## src/design/oat_pkg.sv

```systemverilog
// shared types and codes of the ordered array table
`timescale 1ns / 1ps
`default_nettype none

package oat_pkg;

  localparam int unsigned DATA_W = 32;
  localparam int unsigned POS_W  = 4;
  localparam int unsigned CNT_W  = 5;
  localparam int unsigned KIND_W = 3;
  localparam int unsigned STAT_W = 3;

  localparam logic [KIND_W-1:0] REQ_APPEND = 3'd0;
  localparam logic [KIND_W-1:0] REQ_INSERT = 3'd1;
  localparam logic [KIND_W-1:0] REQ_WRITE  = 3'd2;
  localparam logic [KIND_W-1:0] REQ_DELETE = 3'd3;
  localparam logic [KIND_W-1:0] REQ_READ   = 3'd4;
  localparam logic [KIND_W-1:0] REQ_SEARCH = 3'd5;

  localparam logic [STAT_W-1:0] ST_OK       = 3'd0;
  localparam logic [STAT_W-1:0] ST_EMPTY    = 3'd1;
  localparam logic [STAT_W-1:0] ST_FULL     = 3'd2;
  localparam logic [STAT_W-1:0] ST_BADPOS   = 3'd3;
  localparam logic [STAT_W-1:0] ST_NOTFOUND = 3'd4;

  typedef struct packed {
    logic [STAT_W-1:0]        status;
    logic signed [DATA_W-1:0] read_word;
    logic [POS_W-1:0]         found_position;
    logic [CNT_W-1:0]         element_count;
    logic                     empty_flag;
    logic                     full_flag;
  } res_t;

endpackage

`default_nettype wire

```

## src/design/oat_ifs.sv

```systemverilog
// request and response channel interfaces of the ordered array table
`timescale 1ns / 1ps
`default_nettype none

interface oat_req_if import oat_pkg::*; ();
  logic                     valid;
  logic                     ready;
  logic [KIND_W-1:0]        req_type;
  logic [POS_W-1:0]         position;
  logic signed [DATA_W-1:0] data_word;

  modport source (output valid, req_type, position, data_word, input ready);
  modport sink (input valid, req_type, position, data_word, output ready);
endinterface

interface oat_rsp_if import oat_pkg::*; ();
  logic                     valid;
  logic                     ready;
  logic [STAT_W-1:0]        status;
  logic signed [DATA_W-1:0] read_word;
  logic [POS_W-1:0]         found_position;
  logic [CNT_W-1:0]         element_count;
  logic                     empty_flag;
  logic                     full_flag;

  modport source (
    output valid, status, read_word, found_position, element_count, empty_flag, full_flag,
    input ready
  );
  modport sink (
    input valid, status, read_word, found_position, element_count, empty_flag, full_flag,
    output ready
  );
endinterface

`default_nettype wire

```

## src/design/oat_ram.sv

```systemverilog
// word store: one write port, one registered read port
`timescale 1ns / 1ps
`default_nettype none

module oat_ram import oat_pkg::*; #(
  parameter int unsigned DEPTH = 16
) (
  input  wire logic                         clk_i,
  input  wire logic                         we_i,
  input  wire logic [$clog2(DEPTH)-1:0]     waddr_i,
  input  wire logic signed [DATA_W-1:0]     wdata_i,
  input  wire logic [$clog2(DEPTH)-1:0]     raddr_i,
  output      logic signed [DATA_W-1:0]     rdata_o
);

  logic signed [DATA_W-1:0] mem_q [DEPTH];
  logic signed [DATA_W-1:0] rdata_q;

  always_ff @(posedge clk_i) begin
    if (we_i) begin
      mem_q[waddr_i] <= wdata_i;
    end
    rdata_q <= mem_q[raddr_i];
  end

  assign rdata_o = rdata_q;

endmodule

`default_nettype wire

```

## src/design/oat_seq.sv

```systemverilog
// request sequencer: checks, shift walk, search walk over the word store
`timescale 1ns / 1ps
`default_nettype none

module oat_seq import oat_pkg::*; #(
  parameter int unsigned DEPTH = 16
) (
  input  wire logic                         clk_i,
  input  wire logic                         rst_ni,
  input  wire logic                         req_valid_i,
  output      logic                         req_ready_o,
  input  wire logic [KIND_W-1:0]            req_type_i,
  input  wire logic [POS_W-1:0]             req_position_i,
  input  wire logic signed [DATA_W-1:0]     req_data_word_i,
  output      logic                         done_o,
  input  wire logic                         ack_i,
  output      res_t                         res_o,
  output      logic                         ram_we_o,
  output      logic [$clog2(DEPTH)-1:0]     ram_waddr_o,
  output      logic signed [DATA_W-1:0]     ram_wdata_o,
  output      logic [$clog2(DEPTH)-1:0]     ram_raddr_o,
  input  wire logic signed [DATA_W-1:0]     ram_rdata_i
);

  localparam int unsigned IW = $clog2(DEPTH);
  localparam int unsigned CW = $clog2(DEPTH + 1);
  localparam int unsigned PW = (CW > POS_W) ? CW : POS_W;

  typedef enum logic [2:0] {
    S_IDLE,
    S_INS,
    S_DEL,
    S_SRCH,
    S_RDW,
    S_DONE
  } state_e;

  state_e                   state_q;
  logic [CW-1:0]            count_q;
  logic [CW-1:0]            ptr_q;
  logic                     pend_q;
  logic [IW-1:0]            wa_q;
  logic [POS_W-1:0]         pos_q;
  logic signed [DATA_W-1:0] word_q;
  logic [STAT_W-1:0]        status_q;
  logic signed [DATA_W-1:0] rd_q;
  logic [POS_W-1:0]         fpos_q;

  logic          full;
  logic          empty;
  logic [PW-1:0] cnt_ext;
  logic [PW-1:0] pos_in_ext;
  logic [PW-1:0] pos_q_ext;
  logic [PW-1:0] ptr_ext;
  logic          ins_bad;
  logic          pos_bad;
  logic          match;
  logic          del_more;

  assign full       = (count_q == CW'(DEPTH));
  assign empty      = (count_q == '0);
  assign cnt_ext    = PW'(count_q);
  assign pos_in_ext = PW'(req_position_i);
  assign pos_q_ext  = PW'(pos_q);
  assign ptr_ext    = PW'(ptr_q);
  assign ins_bad    = (pos_in_ext > cnt_ext);
  assign pos_bad    = (pos_in_ext >= cnt_ext);
  assign match      = pend_q && (ram_rdata_i == word_q);
  assign del_more   = ((ptr_q + CW'(1)) < count_q);

  assign req_ready_o = (state_q == S_IDLE);
  assign done_o      = (state_q == S_DONE);

  always_comb begin
    res_o.status         = status_q;
    res_o.read_word      = rd_q;
    res_o.found_position = fpos_q;
    res_o.element_count  = CNT_W'(count_q);
    res_o.empty_flag     = empty;
    res_o.full_flag      = full;
  end

  // store port control
  always_comb begin
    ram_we_o    = 1'b0;
    ram_waddr_o = wa_q;
    ram_wdata_o = ram_rdata_i;
    ram_raddr_o = IW'(ptr_q);
    unique case (state_q)
      S_IDLE: begin
        ram_wdata_o = req_data_word_i;
        ram_raddr_o = IW'(pos_in_ext);
        if (req_valid_i) begin
          if (req_type_i == REQ_APPEND && !full) begin
            ram_we_o    = 1'b1;
            ram_waddr_o = IW'(count_q);
          end else if (req_type_i == REQ_WRITE && !empty && !pos_bad) begin
            ram_we_o    = 1'b1;
            ram_waddr_o = IW'(pos_in_ext);
          end
        end
      end
      S_INS: begin
        if (ptr_ext > pos_q_ext) begin
          ram_raddr_o = IW'(ptr_q - CW'(1));
        end
        if (pend_q) begin
          ram_we_o = 1'b1;
        end else if (ptr_ext == pos_q_ext) begin
          ram_we_o    = 1'b1;
          ram_waddr_o = IW'(pos_q_ext);
          ram_wdata_o = word_q;
        end
      end
      S_DEL: begin
        ram_raddr_o = IW'(ptr_q + CW'(1));
        ram_we_o    = pend_q;
      end
      default: begin
      end
    endcase
  end

  always_ff @(posedge clk_i or negedge rst_ni) begin
    if (!rst_ni) begin
      state_q  <= S_IDLE;
      count_q  <= '0;
      ptr_q    <= '0;
      pend_q   <= 1'b0;
      wa_q     <= '0;
      pos_q    <= '0;
      word_q   <= '0;
      status_q <= ST_OK;
      rd_q     <= '0;
      fpos_q   <= '0;
    end else begin
      unique case (state_q)
        S_IDLE: begin
          if (req_valid_i) begin
            pos_q    <= req_position_i;
            word_q   <= req_data_word_i;
            rd_q     <= '0;
            fpos_q   <= '0;
            status_q <= ST_OK;
            pend_q   <= 1'b0;
            state_q  <= S_DONE;
            unique case (req_type_i)
              REQ_APPEND: begin
                if (full) begin
                  status_q <= ST_FULL;
                end else begin
                  count_q <= count_q + CW'(1);
                end
              end
              REQ_INSERT: begin
                if (ins_bad) begin
                  status_q <= ST_BADPOS;
                end else if (full) begin
                  status_q <= ST_FULL;
                end else begin
                  ptr_q   <= count_q;
                  state_q <= S_INS;
                end
              end
              REQ_WRITE, REQ_DELETE, REQ_READ: begin
                if (empty) begin
                  status_q <= ST_EMPTY;
                end else if (pos_bad) begin
                  status_q <= ST_BADPOS;
                end else if (req_type_i == REQ_DELETE) begin
                  ptr_q   <= CW'(pos_in_ext);
                  state_q <= S_DEL;
                end else if (req_type_i == REQ_READ) begin
                  state_q <= S_RDW;
                end
              end
              REQ_SEARCH: begin
                ptr_q   <= '0;
                state_q <= S_SRCH;
              end
              default: begin
              end
            endcase
          end
        end
        // walk down from the end, moving each word up by one
        S_INS: begin
          if (ptr_ext > pos_q_ext) begin
            wa_q   <= IW'(ptr_q);
            pend_q <= 1'b1;
            ptr_q  <= ptr_q - CW'(1);
          end else if (pend_q) begin
            pend_q <= 1'b0;
          end else begin
            count_q <= count_q + CW'(1);
            state_q <= S_DONE;
          end
        end
        // walk up from the hole, moving each word down by one
        S_DEL: begin
          if (del_more) begin
            wa_q   <= IW'(ptr_q);
            pend_q <= 1'b1;
            ptr_q  <= ptr_q + CW'(1);
          end else if (pend_q) begin
            pend_q <= 1'b0;
          end else begin
            count_q <= count_q - CW'(1);
            state_q <= S_DONE;
          end
        end
        // compare one stored word per cycle, first match wins
        S_SRCH: begin
          if (match) begin
            fpos_q  <= POS_W'(wa_q);
            pend_q  <= 1'b0;
            state_q <= S_DONE;
          end else if (ptr_q < count_q) begin
            wa_q   <= IW'(ptr_q);
            pend_q <= 1'b1;
            ptr_q  <= ptr_q + CW'(1);
          end else if (pend_q) begin
            pend_q <= 1'b0;
          end else begin
            status_q <= ST_NOTFOUND;
            state_q  <= S_DONE;
          end
        end
        S_RDW: begin
          rd_q    <= ram_rdata_i;
          state_q <= S_DONE;
        end
        S_DONE: begin
          if (ack_i) begin
            state_q <= S_IDLE;
          end
        end
        default: begin
          state_q <= S_IDLE;
        end
      endcase
    end
  end

endmodule

`default_nettype wire

```

## src/design/ordered_array_table.sv

```systemverilog
// ordered array table: top level with sequencer, word store and output register
//
// usage: one request word on req_i (req_type, position, data_word) gives one
// response word on rsp_o (status, read_word, found_position, element_count,
// empty_flag, full_flag). both channels move a word when valid and ready are high.
// req_i.ready is high only while the sequencer is idle; one request at a time.
// append, overwrite, rejected requests and unused codes finish without a walk;
// read waits for the registered store read; insert shifts the words from position
// to the end up by one, delete shifts the words behind position down by one, and
// search compares stored words from position 0 until a match or the end. the store
// has one read and one write port and the shift or compare walk moves one word per
// cycle. the sequencer goes back to idle once the output register takes the
// response, and only then is the next request taken; the longest request is a
// failed search of a full table.
// the response sits in an output register; a stalled receiver holds rsp_o, and a
// finished request waits in the sequencer until the register frees up, so the
// next request is taken only once its response is in the register.
// reset clears the element count; stored words are undefined until written.
`timescale 1ns / 1ps
`default_nettype none

module ordered_array_table import oat_pkg::*; #(
  parameter int unsigned DEPTH = 16
) (
  input  wire logic  clk_i,
  input  wire logic  rst_ni,
  oat_req_if.sink    req_i,
  oat_rsp_if.source  rsp_o
);

  localparam int unsigned IW = $clog2(DEPTH);

  logic                     done;
  logic                     ack;
  res_t                     res;
  logic                     ram_we;
  logic [IW-1:0]            ram_waddr;
  logic signed [DATA_W-1:0] ram_wdata;
  logic [IW-1:0]            ram_raddr;
  logic signed [DATA_W-1:0] ram_rdata;

  logic out_valid_q;
  res_t out_q;

  oat_seq #(
    .DEPTH (DEPTH)
  ) u_seq (
    .clk_i           (clk_i),
    .rst_ni          (rst_ni),
    .req_valid_i     (req_i.valid),
    .req_ready_o     (req_i.ready),
    .req_type_i      (req_i.req_type),
    .req_position_i  (req_i.position),
    .req_data_word_i (req_i.data_word),
    .done_o          (done),
    .ack_i           (ack),
    .res_o           (res),
    .ram_we_o        (ram_we),
    .ram_waddr_o     (ram_waddr),
    .ram_wdata_o     (ram_wdata),
    .ram_raddr_o     (ram_raddr),
    .ram_rdata_i     (ram_rdata)
  );

  oat_ram #(
    .DEPTH (DEPTH)
  ) u_ram (
    .clk_i   (clk_i),
    .we_i    (ram_we),
    .waddr_i (ram_waddr),
    .wdata_i (ram_wdata),
    .raddr_i (ram_raddr),
    .rdata_o (ram_rdata)
  );

  // output register takes the result when empty or being drained
  assign ack = done && (!out_valid_q || rsp_o.ready);

  always_ff @(posedge clk_i or negedge rst_ni) begin
    if (!rst_ni) begin
      out_valid_q <= 1'b0;
      out_q       <= '0;
    end else if (ack) begin
      out_valid_q <= 1'b1;
      out_q       <= res;
    end else if (rsp_o.ready) begin
      out_valid_q <= 1'b0;
    end
  end

  assign rsp_o.valid          = out_valid_q;
  assign rsp_o.status         = out_q.status;
  assign rsp_o.read_word      = out_q.read_word;
  assign rsp_o.found_position = out_q.found_position;
  assign rsp_o.element_count  = out_q.element_count;
  assign rsp_o.empty_flag     = out_q.empty_flag;
  assign rsp_o.full_flag      = out_q.full_flag;

endmodule

`default_nettype wire

```

## src/flat_wrapper.sv

```systemverilog
// flat-port wrapper written by rule: the top's interface ports become plain ports
module ordered_array_table_flat import oat_pkg::*;
#(
  parameter int unsigned DEPTH = 16
)
  (clk_i, rst_ni, req_i_valid, req_i_req_type, req_i_position, req_i_data_word, req_i_ready, rsp_o_valid, rsp_o_status, rsp_o_read_word, rsp_o_found_position, rsp_o_element_count, rsp_o_empty_flag, rsp_o_full_flag, rsp_o_ready);
  oat_req_if req_i_i ();
  oat_rsp_if rsp_o_i ();
  input  wire logic clk_i;
  input  wire logic rst_ni;
  input wire logic [$bits(req_i_i.valid)-1:0] req_i_valid;
  input wire logic [$bits(req_i_i.req_type)-1:0] req_i_req_type;
  input wire logic [$bits(req_i_i.position)-1:0] req_i_position;
  input wire logic [$bits(req_i_i.data_word)-1:0] req_i_data_word;
  output wire logic [$bits(req_i_i.ready)-1:0] req_i_ready;
  output wire logic [$bits(rsp_o_i.valid)-1:0] rsp_o_valid;
  output wire logic [$bits(rsp_o_i.status)-1:0] rsp_o_status;
  output wire logic [$bits(rsp_o_i.read_word)-1:0] rsp_o_read_word;
  output wire logic [$bits(rsp_o_i.found_position)-1:0] rsp_o_found_position;
  output wire logic [$bits(rsp_o_i.element_count)-1:0] rsp_o_element_count;
  output wire logic [$bits(rsp_o_i.empty_flag)-1:0] rsp_o_empty_flag;
  output wire logic [$bits(rsp_o_i.full_flag)-1:0] rsp_o_full_flag;
  input wire logic [$bits(rsp_o_i.ready)-1:0] rsp_o_ready;
  assign req_i_i.valid = req_i_valid;
  assign req_i_i.req_type = req_i_req_type;
  assign req_i_i.position = req_i_position;
  assign req_i_i.data_word = req_i_data_word;
  assign req_i_ready = req_i_i.ready;
  assign rsp_o_valid = rsp_o_i.valid;
  assign rsp_o_status = rsp_o_i.status;
  assign rsp_o_read_word = rsp_o_i.read_word;
  assign rsp_o_found_position = rsp_o_i.found_position;
  assign rsp_o_element_count = rsp_o_i.element_count;
  assign rsp_o_empty_flag = rsp_o_i.empty_flag;
  assign rsp_o_full_flag = rsp_o_i.full_flag;
  assign rsp_o_i.ready = rsp_o_ready;
  ordered_array_table #(.DEPTH(DEPTH)) u_core (.clk_i(clk_i), .rst_ni(rst_ni), .req_i(req_i_i), .rsp_o(rsp_o_i));
endmodule
```

## config.mk

```make
export PLATFORM = sky130hd
export DESIGN_NAME = ordered_array_table_flat
export DESIGN_NICKNAME = d
export VERILOG_FILES = /design/src/design/oat_pkg.sv /design/src/design/oat_ifs.sv /design/src/design/oat_ram.sv /design/src/design/oat_seq.sv /design/src/design/ordered_array_table.sv /design/src/flat_wrapper.sv
export SDC_FILE = /design/constraint.sdc
export NUM_CORES = 1
export LEC_CHECK = 0
export BUFFER_PORTS_ARGS = -buffer_cell sky130_fd_sc_hd__buf_2
export CORE_ASPECT_RATIO = 0.5
export CORE_MARGIN = 2
export CORE_UTILIZATION = 26
export CTS_CLUSTER_DIAMETER = 30
export DETAILED_ROUTE_END_ITERATION = 10
export GPL_TIMING_DRIVEN = 0
export PLACE_DENSITY = 0.49
export SLEW_MARGIN = 20
export SYNTH_ARGS = -nofsm -noshare
export SYNTH_HDL_FRONTEND = slang
export SYNTH_SLANG_ARGS = --single-unit
```

## constraint.sdc

```tcl
create_clock -name clk_i -period 7.3 [get_ports clk_i]
set_input_delay 0.73 -clock clk_i [delete_from_list [all_inputs] [get_ports clk_i]]
set_output_delay 0.73 -clock clk_i [all_outputs]
set_load 0.005 [all_outputs]
```

Word level (Yosys, flattened, before mapping)
Memories as Yosys holds them, arrays and structs flattened. A register that Yosys moved wholly into a read port is not among the register bits.
Index checks and enable logic that the tools add are counted.
{"block": "op_classes", "addsub": 4, "n_eq_ne": 35, "reduce_logical": 29, "muxes": 82, "order_cmp": 5}
{"op": "one-hot mux 32 bit (2 select lines)", "count": 2}
{"op": "2-to-1 mux 32 bit", "count": 3}
{"op": "2-to-1 mux 5 bit", "count": 17}
{"op": "2-to-1 mux 3 bit", "count": 17}
{"op": "2-to-1 mux 4 bit", "count": 12}
{"op": "== test 32 bit", "count": 1}
{"op": "one-hot mux 5 bit (3 select lines)", "count": 2}
{"op": "inequality test 2 bit, second input constant", "count": 14}
{"op": "one-hot mux 4 bit (3 select lines)", "count": 2}
{"op": "one-hot mux 5 bit (4 select lines)", "count": 1}
{"op": "inequality test 3 bit, second input constant", "count": 6}
{"op": "one-hot mux 3 bit (3 select lines)", "count": 2}
{"op": "one-hot mux 3 bit (6 select lines)", "count": 1}
{"op": "one-hot mux 4 bit (2 select lines)", "count": 2}
{"op": "2-to-1 mux 1 bit", "count": 15}
{"op": "AND reduction 5 bit", "count": 3}
{"op": "== test 3 x 2 -> 1 bit, second input constant", "count": 4}
{"op": "== test 3 bit, second input constant", "count": 4}
{"op": "AND reduction 12 bit", "count": 1}
{"op": "adder 5 x 1 -> 5 bit, second input constant", "count": 2}
{"op": "less-than comparator 5 bit", "count": 2}
{"op": "subtractor 5 x 1 -> 5 bit, second input constant", "count": 2}
{"op": "AND reduction 8 bit", "count": 1}
{"op": "== test 3 x 1 -> 1 bit, second input constant", "count": 2}
{"op": "other kinds (22)", "count": 37}
{"block": "word_totals", "ram_bits": 512, "memories": 1, "word_cells": 173, "output_inout_bits": 48, "ff_bits": 140, "inputBits": 43}
{"name": "u_core.u_ram.mem_q", "words": 16, "word_bits": 32, "read_ports": 1, "rd_ports_with_merged_regs": 1, "wr": 1, "line": "oat_ram.sv:16", "source": "logic signed [DATA_W-1:0] mem_q [DEPTH];"}

Longest topological paths before layout
{"block": "depth", "ltp_word": 10, "depth_mapped": 14, "mapped_depth_nobuf": 11}

By module
From an unflattened synthesis, not the netlist that was laid out.
{"block": "unflattened", "hier_cells": 1659, "area_unflattened_um2": 27667.8}
{"mod": "oat_ram", "n_inst": 1, "area_each_um2": 19835.3, "cells_each": 838, "seq_area_each_um2": 16015.4}
{"mod": "oat_seq", "n_inst": 1, "area_each_um2": 5949.5, "cells_each": 719, "seq_area_each_um2": 2327.2}
{"mod": "ordered_array_table", "n_inst": 1, "area_each_um2": 1883.1, "cells_each": 102, "seq_area_each_um2": 1176.1}

Worst setup path after synthesis
No wires, ideal clock.
{"block": "synth_path", "path_kind": "in2reg", "start": "in req_i_position[0]", "end": "mem u_core.u_ram.mem_q[0][0], enable pin", "cell_stages": 10, "required_time_ps": 6879, "setup_slack_ps": 3075, "arrival_time_ps": 3804, "n_path_buf": 0, "setup_ps": 421, "cell_sequence": "inv_1 ha_1 nand2b_1 a21oi_1 o2111ai_1 a311o_1 a21oi_1 nor2b_1 nand2_1 nor2_1"}
{"block": "synth_between", "elab_chain_cells": 9}
{"item": "from (decl)", "line": "flat_wrapper.sv:13", "source": "input wire logic [$bits(req_i_i.position)-1:0] req_i_position;"}
{"item": "greater-or-equal comparator 4 x 5 -> 1 bit", "line": "oat_seq.sv:67", "source": "assign pos_bad = (pos_in_ext >= cnt_ext);"}
{"item": "logical NOT 1 bit", "line": "oat_seq.sv:97", "source": "end else if (req_type_i == REQ_WRITE && !empty && !pos_bad) begin"}
{"item": "logical AND 1 bit", "line": "oat_seq.sv:97"}
{"item": "2-to-1 mux 1 bit", "line": "oat_seq.sv:97"}
{"item": "2-to-1 mux 1 bit", "line": "oat_seq.sv:94", "source": "if (req_type_i == REQ_APPEND && !full) begin"}
{"item": "2-to-1 mux 1 bit", "line": "oat_seq.sv:93", "source": "if (req_valid_i) begin"}
{"item": "one-hot mux 1 bit (3 select lines)", "line": "oat_seq.sv:89", "source": "unique case (state_q)"}
{"item": "2-to-1 mux 1 bit", "line": "oat_ram.sv:20", "source": "if (we_i) begin"}
{"item": "2-to-1 mux 1 bit (implied by the code)", "line": "oat_ram.sv:21", "source": "mem_q[waddr_i] <= wdata_i;"}
{"item": "to (decl)", "line": "oat_ram.sv:16"}
Parallel ways exist; a longest one is shown, timed or not.

Worst setup path in the final report
{"block": "layout_path", "start": "reg u_core.u_seq.ptr_q[1] (netlist: u_core.u_seq.ptr_ext[1])", "end": "reg u_core.u_ram.rdata_q[30] (netlist: u_core.u_ram.rdata_o[30]), read port of u_core.u_ram.mem_q"}
{"block": "layout_between", "elab_chain_cells": 3}
{"item": "from (decl)", "line": "oat_seq.sv:40", "source": "logic [CW-1:0] ptr_q;"}
{"item": "from (signal assigned)", "line": "oat_seq.sv:161", "source": "ptr_q <= count_q;"}
{"item": "from (signal assigned)", "line": "oat_seq.sv:171", "source": "ptr_q <= CW'(pos_in_ext);"}
{"item": "from (signal assigned)", "line": "oat_seq.sv:191", "source": "ptr_q <= ptr_q - CW'(1);"}
{"item": "subtractor 5 x 1 -> 5 bit / > comparator 5 x 4 -> 1 bit (equally long branches)"}
{"item": "2-to-1 mux 4 bit", "line": "oat_seq.sv:104", "source": "if (ptr_ext > pos_q_ext) begin"}
{"item": "one-hot mux 4 bit (3 select lines) *", "line": "oat_seq.sv:89"}
{"item": "to (decl)", "line": "oat_ram.sv:17", "source": "logic signed [DATA_W-1:0] rdata_q;"}
Every way passes the cells marked *; elsewhere a longest branch is shown, timed or not.
A chain may end at the register's enable or synchronous reset.

==> metrics.md <==
| Metric | Value |
|---|---|
| Status | `completed` |
| Met1 WL | `40,700 um` |
| Die area | `113,000 um^2` |
| Antenna-violating nets left | `0` |
| Synth-to-layout area growth | `25.2%` |
| Clock Tree Buf Depth | `3` |
| DIE WIDTH | `~470 um` |
| Post-Synth Adder-Cell Area | `0.00991` |
| Crit path capture type | `flop` |
| Crit path cell chain | `ha_1 -> nand3_1 -> or3_1 -> buf_2 -> nand3_1 -> a211oi_1 -> clkbuf_1 -> clkbuf_1 -> a211oi_1 -> a31oi_1 -> a221o_1` |
| Compound-cell area share of the yosys netlist | `0.100` |
| Boundary Pins | `91` |
| Total Nets Final | `2,444` |
| Total GRT Usage | `0.158` |
| DR DRC count | `0` |
| CP bufs+invs | `3` |
| CP Data Required Time | `7.90 ns` |
| Slowest cell on crit path | `a211oi_1` |
| Most frequent cells after synthesis | `edfxtp_1 (512), nand2_1 (385), dfrtp_1 (140), a211oi_1 (100), and2_1 (100)` |
| Crit-path leading delay family | `buffers and inverters` |
| Hold-fix buffers, CTS | `0` |
| Worst-Margin Slew | `0.999 ns` |
| Number of clock sinks | `684` |
| Grt ovf | `0` |
| Synthesized area | `28,500 um^2` |
| Leading post-synthesis cells by cell area | `edfxtp_1 (54%), dfrtp_1 (12%), nand2_1 (5.1%)` |
| Post-synth EDFFs | `512` |
| Deepest level of the CTS H-tree | `3` |
| HPWL Detailed | `62,700 um` |
| Crit path arrival time | `5.41 ns` |
| Fin Hold WS | `roughly 0.012 ns` |
| Yosys reg bits | `684` |
| Max-Cap Viols | `0` |
| Mapped Cells | `2,144` |
| Largest net degree at the start of global routing | `77` |
| CTS tree | `yes` |
| Synth Area per Inst | `13.3 um^2` |
| DR WL/cell | `23.0 um` |
| First-pass GRT wire length | `131,000 um` |
| Crit. Startpoint | `u_core.u_seq.ptr_ext[1]$_DFFE_PN0P_` |
| Clk root buf | `clkbuf_16` |
| Ant diodes | `0` |
| Fraction of final layout cells sized beyond drive strength 1 | `0.181` |
| Core Region | `108,000 um^2` |
| Largest family of logic cells by synthesized area | `simple AND/OR/NAND/NOR gates` |
| Sequential share of the synthesized area | `0.684` |
| DIE HEIGHT | `238 um` |
| Final Critical Period | `4.81 ns` |
| Simple-gate share of the synthesized area | `0.106` |
| Vias in the first global route | `18.7k` |
| Yosys warnings | `0` |
| Critical path launch point type | `flop` |
| GPL Wtd Cong | `a little under 0.9` |
| Post-synthesis net count | `2,209` |
| Final wirelength | `roughly 90,000 um` |
| Unique masters post-synth | `66` |
| Top Metal Used | `met5` |
| Clk_lat worst skew | `0.69 ns` |
| Initial DRC count | `2,254` |
| Multiplexer share of the synthesized area | `0.0576` |
| # Post-CTS Setup Buffers | `0` |
| Initial Util | `0.264` |
| Num rows | `85` |
| Met3 wire len | `between 5000 and 6000 um` |
| Worst path max stage delay | `just over 0.8 ns` |
| Met2 wire length | `40,700 um` |
| Setup TNS | `0 ns` |
| Slew Limit Fails | `0` |
| Class of the worst hold path | `in -> async` |
| Layout Skew | `roughly 0.058 ns` |
| Xor/xnor cell area share of the yosys netlist | `0.0132` |
| Port Buf Inserts | `90` |
| Vias | `19.0k` |
| Ys async rst share | `0.205` |
| Most frequent cell after synthesis | `edfxtp_1` |
| Inserted Clock Buffers | `around 120` |
| Top cell type by total area after synthesis | `edfxtp_1` |
| Reg-to-reg startpoint | `u_core.u_seq.ptr_ext[1]$_DFFE_PN0P_` |
| PostCTS Resize Cnt | `0` |
| RSZ-0062 raised after global routing | `false` |
| Final Cycle Share | `0.659` |
| Initial antenna violation count | `3` |
| Drt via density | `4.84` |
| Fmax | `208 MHz` |
| Setup CP Type | `reg -> reg` |
| Pre-antenna DRT Iters | `8` |
| Final hold vios | `0` |
| Share of Yosys cell area claimed by the top area cell type | `0.539` |
| Main synth FF type | `edfxtp_1` |
| Slew margin rel. | `0.317` |
| Crit-path max FO | `10` |
| Reg clk slew, reported paths | `0.05 ns` |
| Setup Viol. Count Final | `0` |
[state kept, by name, indices dropped and copies added, names as in the netlist, 5 cells and up]
| signal | cells |
|---|---|
| u_core.u_ram.mem_q | 512 |
| u_core.rsp_o.read_word | 32 |
| u_core.u_ram.rdata_o | 32 |
| u_core.u_seq.rd_q | 32 |
| u_core.u_seq.word_q | 32 |
| u_core.rsp_o.element_count | 5 |
| u_core.u_seq.cnt_ext | 5 |
| u_core.u_seq.ptr_ext | 5 |
[layout by cell type, fill, tap and decap left out, types with 27 or more instances in the layout]
cell	synthesis	layout
clkbuf_16	0	124
xor2_1	31	31
a222oi_1	32	32
mux2i_1	72	72
o32ai_1	33	33
buf_2	35	124
dfxtp_1	32	32
edfxtp_1	512	512
inv_1	63	63
nand2_1	385	385
nand3_1	48	48
mux2_2	71	71
a31oi_1	70	70
clkbuf_1	84	102
a211oi_1	100	100
dfrtp_1	140	140
and2_1	100	100
and3_1	34	34
a221o_1	35	35
o21ai_0	34	34
nor2_1	44	27
[layout make-up]
type                            instances  area (um^2)
Buffer                                136          581
Clock buffer                          152         3310
Clock inverter                         75          975
Fill cell                           10700        72500
Inverter                               64          240
Multi-Input combinational cell       1260         8330
Sequential cell                       684        19500
Tap cell                             1435         1800
Timing Repair Buffer                  112          986
[through the flow]
step,area (um^2),utilization,instances,setup slack [ns]
6_report,35700,0.330,3918,2.49
5_1_grt,35700,0.330,3918,2.36
4_1_cts,35700,0.330,3918,2.62
3_5_place_dp,31500,0.290,3691,2.61
3_3_place_gp,30800,0.284,3669,-0.0104
2_1_floorplan,28500,-,2144,3.07
[cell families (layout without fill, tap and decap cells)]
| kind of cell | Yosys count | in the layout |
|---|---|---|
| multiplexers | 154 | 154 |
| adder cells (fa/ha/maj) | 22 | 22 |
| buffers and inverters | 200 | 539 |
| XOR/XNOR | 43 | 43 |
| AND/OR/NAND/NOR | 665 | 665 |
| flip-flops | 684 | 684 |
| AO/OA/AOI/OAI | 376 | 376 |
[path summary, 6_finish.rpt]
check | endpoint | slack, ns | depth (start not counted)
hold / removal | u_core.rsp_o.read_word[22]$_DFFE_PN0P_ | 0.01 | 1
max in group asynchronous | u_core.rsp_o.read_word[7]$_DFFE_PN0P_ | 6.47 | 2
min in group clk_i | u_core.u_seq.word_q[10]$_DFFE_PN0P_ | 0.26 | 3
setup reg to reg | u_core.u_ram.rdata_o[30]$_DFF_P_ | 2.49 | 11
hold reg to reg | u_core.u_seq.rd_q[5]$_DFFE_PN0P_ | 0.47 | 2
setup / recovery | u_core.u_ram.rdata_o[30]$_DFF_P_ | 2.49 | 11
[per-layer routing]
metal | global-route usage | up-vias
li1 | - | 8535
met1 | 0.219 | 9593
met2 | 0.247 | 690
met3 | 0.0303 | 154
met4 | 0.0514 | 2
met5 | 0 | -
Power is not shown: default switching activity piles up to over one toggle a cycle in this logic, so the estimate is an artifact.
